===== config.mk =====
export PLATFORM = sky130hd
export DESIGN_NAME = cpu_usage_decay_top
export DESIGN_NICKNAME = d
export VERILOG_FILES = /design/src/sv/cud_pkg.sv /design/src/sv/cud_div.sv /design/src/sv/cpu_usage_decay_top.sv
export SDC_FILE = /design/constraint.sdc
export NUM_CORES = 1
export LEC_CHECK = 0
export ABC_AREA = 1
export BUFFER_PORTS_ARGS = -buffer_cell sky130_fd_sc_hd__buf_4
export CAP_MARGIN = 20
export CORE_AREA = 2 2 191 193
export DETAILED_ROUTE_END_ITERATION = 7
export DIE_AREA = 0 0 193 195
export PLACE_DENSITY = 0.78
export SETUP_SLACK_MARGIN = 0.05
export SYNTH_ARGS = -nofsm -noshare
export SYNTH_HDL_FRONTEND = slang
export SYNTH_SLANG_ARGS = --single-unit

===== constraint.sdc =====
create_clock -name clk -period 6.8 [get_ports clk]
set_clock_uncertainty 0.1 [all_clocks]
set_input_delay 0 -clock clk [delete_from_list [all_inputs] [get_ports clk]]
set_output_delay 0 -clock clk [all_outputs]
set_load 0.1 [all_outputs]

===== src/sv/cud_pkg.sv =====
// Shared widths and handshake types for the CPU usage decay block.
package cud_pkg;

    localparam int LA_W    = 20;              // load average register
    localparam int LOAD_W  = LA_W + 1;        // load factor, twice the load average
    localparam int USE_W   = 8;               // usage estimate
    localparam int NICE_W  = 6;
    localparam int SLEEP_W = 16;
    localparam int PRIO_W  = 9;
    localparam int PROD_W  = LOAD_W + USE_W;  // load times usage
    localparam int DEN_W   = LOAD_W + 1;      // load plus scale, scale shift up to 16
    localparam int CNT_W   = $clog2(PROD_W);

    localparam int IN_DATA_W  = 48;
    localparam int OUT_DATA_W = 40;
    localparam int OUT_PAD_W  = OUT_DATA_W - PRIO_W - USE_W - SLEEP_W;

    typedef struct packed {
        logic              start;
        logic [PROD_W-1:0] num;
        logic [DEN_W-1:0]  den;
    } cud_div_req_t;

    typedef struct packed {
        logic              done;
        logic [PROD_W-1:0] quot;
        logic [DEN_W-1:0]  rem;
    } cud_div_rsp_t;

endpackage


===== src/sv/cud_div.sv =====
// Shared restoring divider, one quotient bit per cycle.
module cud_div
(
    input  logic                 clk,
    input  logic                 rst_n,
    input  cud_pkg::cud_div_req_t req,
    output cud_pkg::cud_div_rsp_t rsp
);

    logic [cud_pkg::DEN_W-1:0]  rem_reg;
    logic [cud_pkg::DEN_W-1:0]  den_reg;
    logic [cud_pkg::PROD_W-1:0] num_reg;
    logic [cud_pkg::CNT_W-1:0]  cnt_reg;
    logic                       busy_reg;
    logic                       done_reg;

    logic [cud_pkg::DEN_W:0]    trial;
    logic [cud_pkg::DEN_W:0]    diff;
    logic                       q_bit;
    logic [cud_pkg::DEN_W-1:0]  rem_next;

    always_comb
    begin
        trial    = {rem_reg, num_reg[cud_pkg::PROD_W-1]};
        diff     = trial - {1'b0, den_reg};
        q_bit    = (trial >= {1'b0, den_reg});
        rem_next = q_bit ? diff[cud_pkg::DEN_W-1:0] : trial[cud_pkg::DEN_W-1:0];
    end

    always_ff @(posedge clk or negedge rst_n)
    begin
        if (!rst_n)
        begin
            rem_reg  <= '0;
            den_reg  <= '0;
            num_reg  <= '0;
            cnt_reg  <= '0;
            busy_reg <= 1'b0;
            done_reg <= 1'b0;
        end
        else
        begin
            done_reg <= 1'b0;
            if (req.start)
            begin
                rem_reg  <= '0;
                num_reg  <= req.num;
                den_reg  <= req.den;
                cnt_reg  <= cud_pkg::CNT_W'(cud_pkg::PROD_W - 1);
                busy_reg <= 1'b1;
            end
            else if (busy_reg)
            begin
                rem_reg <= rem_next;
                num_reg <= {num_reg[cud_pkg::PROD_W-2:0], q_bit};
                if (cnt_reg == '0)
                begin
                    busy_reg <= 1'b0;
                    done_reg <= 1'b1;
                end
                else
                begin
                    cnt_reg <= cnt_reg - 1'b1;
                end
            end
        end
    end

    assign rsp.done = done_reg;
    assign rsp.quot = num_reg;
    assign rsp.rem  = rem_reg;

endmodule


===== src/sv/cpu_usage_decay_top.sv =====
// Top level of the CPU usage decay block: sequencer, load register and output stage.
//
// One process record is taken at a time and its result is held in an output register,
// so the next record can be accepted while the previous result waits. The shared
// bit-serial divider gives one quotient bit per cycle over the 29-bit product. A non-zero
// priority weight costs one division for the load factor; each decay round is a loop
// check, a multiply and a divide. Function 0 takes one decay; function 1 takes up to 255
// decay rounds.
module cpu_usage_decay_top
#(
    parameter int SCALE_SHIFT = 11
)
(
    input  logic                           clk,
    input  logic                           rst_n,
    // cfg_data: load_average [19:0]
    input  logic                           cfg_valid,
    output logic                           cfg_ready,
    input  logic [cud_pkg::LA_W-1:0]       cfg_data,
    input  logic                           s_axis_tvalid,
    output logic                           s_axis_tready,
    // priority_weight [7:0], estimated_use [15:8], raw_use [23:16],
    // nice_value [29:24], sleep_time [45:30], zero [47:46]
    input  logic [cud_pkg::IN_DATA_W-1:0]  s_axis_tdata,
    // func [0]
    input  logic                           s_axis_tuser,
    output logic                           m_axis_tvalid,
    input  logic                           m_axis_tready,
    // priority_value [8:0], new_estimated_use [16:9], new_sleep_time [32:17], zero [39:33]
    output logic [cud_pkg::OUT_DATA_W-1:0] m_axis_tdata
);

    localparam logic [cud_pkg::DEN_W-1:0] SCALE_ONE = cud_pkg::DEN_W'(1) << SCALE_SHIFT;

    typedef enum logic [2:0] {
        ST_IDLE,
        ST_LF_DIV,
        ST_LF_WAIT,
        ST_CHECK,
        ST_LOOP,
        ST_MUL,
        ST_DIV,
        ST_DONE
    } state_t;

    state_t                         state_reg;
    logic [cud_pkg::LA_W-1:0]       load_avg_reg;
    logic                           func_reg;
    logic [cud_pkg::USE_W-1:0]      weight_reg;
    logic [cud_pkg::USE_W-1:0]      est_reg;
    logic [cud_pkg::USE_W-1:0]      raw_reg;
    logic [cud_pkg::NICE_W-1:0]     nice_reg;
    logic [cud_pkg::SLEEP_W-1:0]    sleep_reg;
    logic [cud_pkg::LOAD_W-1:0]     load_reg;
    logic [cud_pkg::USE_W-1:0]      use_reg;
    logic [cud_pkg::PROD_W-1:0]     prod_reg;
    logic [cud_pkg::PRIO_W-1:0]     prio_reg;
    logic                           div_started_reg;
    logic                           out_valid_reg;
    logic [cud_pkg::OUT_DATA_W-1:0] out_data_reg;

    cud_pkg::cud_div_req_t          div_req;
    cud_pkg::cud_div_rsp_t          div_rsp;

    logic                           in_accept;
    logic                           out_free;
    logic [cud_pkg::PROD_W-1:0]     prod_calc;
    logic [cud_pkg::LOAD_W+2:0]     load_x5;
    logic [cud_pkg::USE_W-1:0]      quot8;
    logic signed [cud_pkg::PRIO_W:0] prio_sum;
    logic [cud_pkg::PRIO_W-1:0]     prio_val;

    assign cfg_ready     = 1'b1;
    assign s_axis_tready = (state_reg == ST_IDLE);
    assign in_accept     = s_axis_tvalid && s_axis_tready;
    assign out_free      = !out_valid_reg || m_axis_tready;
    assign m_axis_tvalid = out_valid_reg;
    assign m_axis_tdata  = out_data_reg;

    assign prod_calc = {{cud_pkg::USE_W{1'b0}}, load_reg}
                     * {{cud_pkg::LOAD_W{1'b0}}, use_reg};
    assign load_x5   = {load_reg, 2'b00} + {3'b000, load_reg};
    assign quot8     = div_rsp.quot[cud_pkg::USE_W-1:0];
    assign prio_sum  = $signed({2'b00, quot8})
                     + $signed({{(cud_pkg::PRIO_W + 1 - cud_pkg::NICE_W)
                                 {nice_reg[cud_pkg::NICE_W-1]}},
                                nice_reg});
    assign prio_val  = prio_sum[cud_pkg::PRIO_W] ? '0 : prio_sum[cud_pkg::PRIO_W-1:0];

    always_comb
    begin
        div_req.start = 1'b0;
        div_req.num   = {{cud_pkg::USE_W{1'b0}}, load_reg};
        div_req.den   = {{(cud_pkg::DEN_W - cud_pkg::USE_W){1'b0}}, weight_reg};
        if (state_reg == ST_LF_DIV)
        begin
            div_req.start = 1'b1;
        end
        else if (state_reg == ST_DIV && !div_started_reg)
        begin
            div_req.start = 1'b1;
            div_req.num   = prod_reg;
            div_req.den   = {1'b0, load_reg} + SCALE_ONE;
        end
    end

    cud_div u_div
    (
        .clk   (clk),
        .rst_n (rst_n),
        .req   (div_req),
        .rsp   (div_rsp)
    );

    always_ff @(posedge clk or negedge rst_n)
    begin
        if (!rst_n)
        begin
            load_avg_reg <= '0;
        end
        else if (cfg_valid && cfg_ready)
        begin
            load_avg_reg <= cfg_data;
        end
    end

    always_ff @(posedge clk or negedge rst_n)
    begin
        if (!rst_n)
        begin
            state_reg       <= ST_IDLE;
            func_reg        <= 1'b0;
            weight_reg      <= '0;
            est_reg         <= '0;
            raw_reg         <= '0;
            nice_reg        <= '0;
            sleep_reg       <= '0;
            load_reg        <= '0;
            use_reg         <= '0;
            prod_reg        <= '0;
            prio_reg        <= '0;
            div_started_reg <= 1'b0;
            out_valid_reg   <= 1'b0;
            out_data_reg    <= '0;
        end
        else
        begin
            if (state_reg == ST_DONE && out_free)
            begin
                out_valid_reg <= 1'b1;
            end
            else if (m_axis_tready)
            begin
                out_valid_reg <= 1'b0;
            end

            unique case (state_reg)
                ST_IDLE:
                begin
                    if (in_accept)
                    begin
                        func_reg   <= s_axis_tuser;
                        weight_reg <= s_axis_tdata[7:0];
                        est_reg    <= s_axis_tdata[15:8];
                        raw_reg    <= s_axis_tdata[23:16];
                        nice_reg   <= s_axis_tdata[29:24];
                        sleep_reg  <= s_axis_tdata[45:30];
                        load_reg   <= {load_avg_reg, 1'b0};
                        state_reg  <= (s_axis_tdata[7:0] == '0) ? ST_CHECK : ST_LF_DIV;
                    end
                end

                ST_LF_DIV:
                begin
                    state_reg <= ST_LF_WAIT;
                end

                ST_LF_WAIT:
                begin
                    // round the load factor down to a multiple of the weight
                    if (div_rsp.done)
                    begin
                        load_reg  <= load_reg - div_rsp.rem[cud_pkg::LOAD_W-1:0];
                        state_reg <= ST_CHECK;
                    end
                end

                ST_CHECK:
                begin
                    if (!func_reg)
                    begin
                        if (est_reg == '0)
                        begin
                            est_reg <= raw_reg;
                            use_reg <= raw_reg;
                        end
                        else
                        begin
                            use_reg <= est_reg;
                        end
                        state_reg <= ST_MUL;
                    end
                    else if ({{(cud_pkg::LOAD_W + 3 - cud_pkg::SLEEP_W){1'b0}}, sleep_reg}
                             > load_x5)
                    begin
                        est_reg   <= '0;
                        state_reg <= ST_DONE;
                    end
                    else if (sleep_reg <= cud_pkg::SLEEP_W'(1))
                    begin
                        sleep_reg <= '0;
                        state_reg <= ST_DONE;
                    end
                    else
                    begin
                        sleep_reg <= sleep_reg - 1'b1;
                        use_reg   <= est_reg;
                        state_reg <= ST_LOOP;
                    end
                end

                ST_LOOP:
                begin
                    if (use_reg == '0)
                    begin
                        est_reg   <= use_reg;
                        state_reg <= ST_DONE;
                    end
                    else
                    begin
                        sleep_reg <= sleep_reg - 1'b1;
                        if (sleep_reg == cud_pkg::SLEEP_W'(1))
                        begin
                            est_reg   <= use_reg;
                            state_reg <= ST_DONE;
                        end
                        else
                        begin
                            state_reg <= ST_MUL;
                        end
                    end
                end

                ST_MUL:
                begin
                    prod_reg        <= prod_calc;
                    div_started_reg <= 1'b0;
                    state_reg       <= ST_DIV;
                end

                ST_DIV:
                begin
                    div_started_reg <= 1'b1;
                    if (div_rsp.done)
                    begin
                        if (!func_reg)
                        begin
                            prio_reg  <= prio_val;
                            state_reg <= ST_DONE;
                        end
                        else
                        begin
                            use_reg   <= quot8;
                            state_reg <= ST_LOOP;
                        end
                    end
                end

                ST_DONE:
                begin
                    // hold the result until the output register is free
                    if (out_free)
                    begin
                        out_data_reg  <= {{cud_pkg::OUT_PAD_W{1'b0}}, sleep_reg, est_reg,
                                          func_reg ? {cud_pkg::PRIO_W{1'b0}} : prio_reg};
                        state_reg     <= ST_IDLE;
                    end
                end

                default:
                begin
                    state_reg <= ST_IDLE;
                end
            endcase
        end
    end

endmodule


==> flow_summary.yaml <==
timing:
  setup_viol: 0
  fmax_mhz: 177.5
  worst_slew_pin_slew_ns: 1.132
  min_period_over_period: 0.8284
  drv_slew: 0
  maxSlewHeadroom: 0.2456
  fin_setup_tns_ns: 0
  hold_viol: 0
  rsz0062_at_grt: "no"
  min_period_ns: 5.633
clocking:
  cts.sinks: 252
  cts_tree: "yes"
  cts_buffers: 30
  htree_levels: 1
  hold_buffers: 112
  worstSkewPairLatency_ns: 0.59
  cts_resized: 0
  clockBufferDepth: 3
  clk_pin_slew_ns: 0.06
  postCtsSetupRepairBufs: 0
  root_buffer: "clkbuf_16"
setup_path:
  path_cells: "nand2_1 > fa_1 > fa_1 > inv_1 > fa_1 > inv_1 > fa_1 > inv_1 > ha_1 > nand2_1 > o21ai_1 > nor2_1 > o21bai_1 > a21oi_1 > o21ai_1 > nand2_1 > nand2_1 > nand2_1 > nand3_1 > nand2_1"
  reg2reg_slack_ns: 1.17
  cp.required_ns: 7.16
  crit_top_cell: "nand2_1"
  crit_buf_inv: 3
  r2r_start: "use_reg[7]$_DFFE_PN0P_"
  crit_type: "register to register"
  cp-start-kind: "register"
  slowest_stage: "dfrtp_1"
  reg2reg_to: "prod_reg[16]$_DFFE_PN0P_"
  rr_worst_depth: 20
  critPathArrivalTime_ns: 5.99
  cp_top_family: "adder cells"
  cp_slowest_stage_delay_ns: 0.97
  cp_max_fo: 24
  cp-end-kind: "register"
floorplanning:
  fp-row-count: 69
  die_x_um: 193
  die_area_um2: 37640
  start_util: 0.5975
  ios: 117
  die_h_um: 195
  core_um2: 35400
place:
  port_buffers: 106
  dpl_cell_area_um2: 22200
  hpwl_um: 45870
  gp_congestion: 0.9533
route:
  drt_iter0_drc: 1631
  drc: 0
  wire_per_inst_um: 18.76
  num_vias: 19880
  ant_nets: 0
  drt-total-wl_um: 64150
  dr.pass1.iters: 6
  viasPerCell: 5.814
hold_path:
  holdPathStages: 3
  hp-start: "s_axis_tdata[21]"
  hp-class: "primary input to register"
  hold-path-endpoint: "raw_reg[5]$_DFFE_PN0P_"
global_routing:
  grt_max_degree: 173
  grt_overflow: 0
  antenna_found_initial: 1
  grt_pass1_wl_um: 103100
  grt_pass1_vias: 19810
  grtUsageTotal: 0.3479
yosys:
  ys_ff_latch: 252
  synthTopCellsByArea: "dfrtp_1 (30%), nand2_1 (11%), fa_1 (11%), inv_1 (9.0%), ha_1 (8.3%)"
  syn-cell-area_um2: 21150
  synth_common_cells: "nand2_1 (647), inv_1 (507), dfrtp_1 (252)"
  synth_ff_type: "dfrtp_1"
  syn_inst: 2769
  synth-edff-count: 0
  yosysTopAreaCell: "dfrtp_1"
  synth_cell_types: 54
  synthArstFlopShare: 1.000
  avgSynthCellArea_um2: 7.638
  yosysMostFrequentCell: "nand2_1"
  synth_top_area_share: 0.2982
  yosysWarnings: 0
  yosysSeqAreaShare: 0.2982
cells_and_area:
  fin_util: 0.6895
  area_growth_pct: 15.39
  fin_area_um2: 24400
  n_antenna_cell: 0
  largest_register_ff_count: 33
  finalNetCount: 3267
  drive_above_1_share: 0.09939
run:
  max-cap-violations: 0
outcome:
  status: "completed"
[tightest hold or removal path, delay by kind of cell]
| family | cells | cell delay [ns] |
|---|---|---|
| mux | 1 | 0.13 |
| buf+inv | 2 | 0.63 |
[placed cells by master (no fill, tap or decap), types with 6 or more instances in the layout]
| cell | synthesis | routed |
|---|---|---|
| a31oi_1 | 6 | 6 |
| o21ai_0 | 228 | 228 |
| nand2_1 | 647 | 646 |
| a22oi_1 | 20 | 20 |
| or2_2 | 8 | 8 |
| fa_1 | 118 | 118 |
| a21oi_1 | 143 | 143 |
| nor4_1 | 9 | 9 |
| o21ai_2 | 20 | 20 |
| inv_2 | 7 | 7 |
| buf_4 | 9 | 122 |
| mux2_2 | 32 | 32 |
| dlygate4sd3_1 | 0 | 111 |
| nor2_2 | 14 | 15 |
| nand3_1 | 77 | 77 |
| nor2_1 | 131 | 130 |
| conb_1 | 2 | 8 |
| nand4_1 | 25 | 25 |
| o22ai_1 | 37 | 37 |
| xor2_1 | 39 | 39 |
| clkinvlp_4 | 0 | 6 |
| clkbuf_16 | 0 | 30 |
| inv_1 | 507 | 507 |
| o221ai_1 | 15 | 15 |
| nand2_2 | 20 | 21 |
| o21bai_1 | 13 | 13 |
| nand3b_1 | 7 | 7 |
| o21ai_1 | 9 | 9 |
| xnor2_1 | 27 | 27 |
| o31ai_1 | 10 | 10 |
| dfrtp_1 | 252 | 252 |
| o211ai_1 | 28 | 28 |
| nor3_1 | 22 | 22 |
| ha_1 | 140 | 140 |
[cell families after synthesis]
logic type	after synthesis	share of synthesized area
buffers and inverters	626	0.1157
xor gates and xnor gates	66	0.02733
muxes	32	0.01704
DFF	252	0.2982
other	2	0.0003551
and+or+nand+nor	974	0.1926
adders and majority gates	258	0.1945
AOI/OAI and AO/OA	559	0.1543
[per-layer routing]
layer | wire (um) | GRT usage | vias to the layer above
li1 | - | - | 9193
met2 | 28330 | 0.5368 | 958
met3 | 6909 | 0.08519 | 203
met5 | 12 | 0 | -
met1 | 25960 | 0.4709 | 9523
met4 | 2931 | 0.1403 | 2
[worst max-delay path by stage]
stage | startpoint | slack [ns] | depth (start not counted) | to
after floorplan | use_reg[7]$_DFFE_PN0P_ | 2.05 | 21 | prod_reg[18]$_DFFE_PN0P_
after global placement | use_reg[6]$_DFFE_PN0P_ | 1.35 | 20 | prod_reg[18]$_DFFE_PN0P_
after detailed placement | use_reg[6]$_DFFE_PN0P_ | 1.30 | 20 | prod_reg[18]$_DFFE_PN0P_
after CTS | use_reg[7]$_DFFE_PN0P_ | 1.24 | 20 | prod_reg[16]$_DFFE_PN0P_
after global routing | use_reg[7]$_DFFE_PN0P_ | 0.83 | 20 | prod_reg[16]$_DFFE_PN0P_
final | use_reg[7]$_DFFE_PN0P_ | 1.17 | 20 | prod_reg[16]$_DFFE_PN0P_
[area by class of cell]
cell class | instances | area (um^2)
flip-flops and latches | 252 | 6306
repair buffers | 237 | 2110
well taps | 461 | 576.8
multi-input cells | 1897 | 12420
clock buffers | 37 | 817.0
fillers | 2815 | 10990
inverters | 517 | 1941
clock inverters | 18 | 230.2
[metrics by stage]
step	cells	setup slack (ns)	hold slack, ns
global route	3419	0.8294	0.1109
finish	3419	1.167	0.1073
detailed placement	3251	1.301	-0.07085
global placement	3250	1.348	-0.08082
floorplan	2775	2.048	-0.3956
CTS	3418	1.237	0.06404
Power is not shown: default switching activity piles up to over one toggle a cycle in this logic, so the estimate is an artifact.
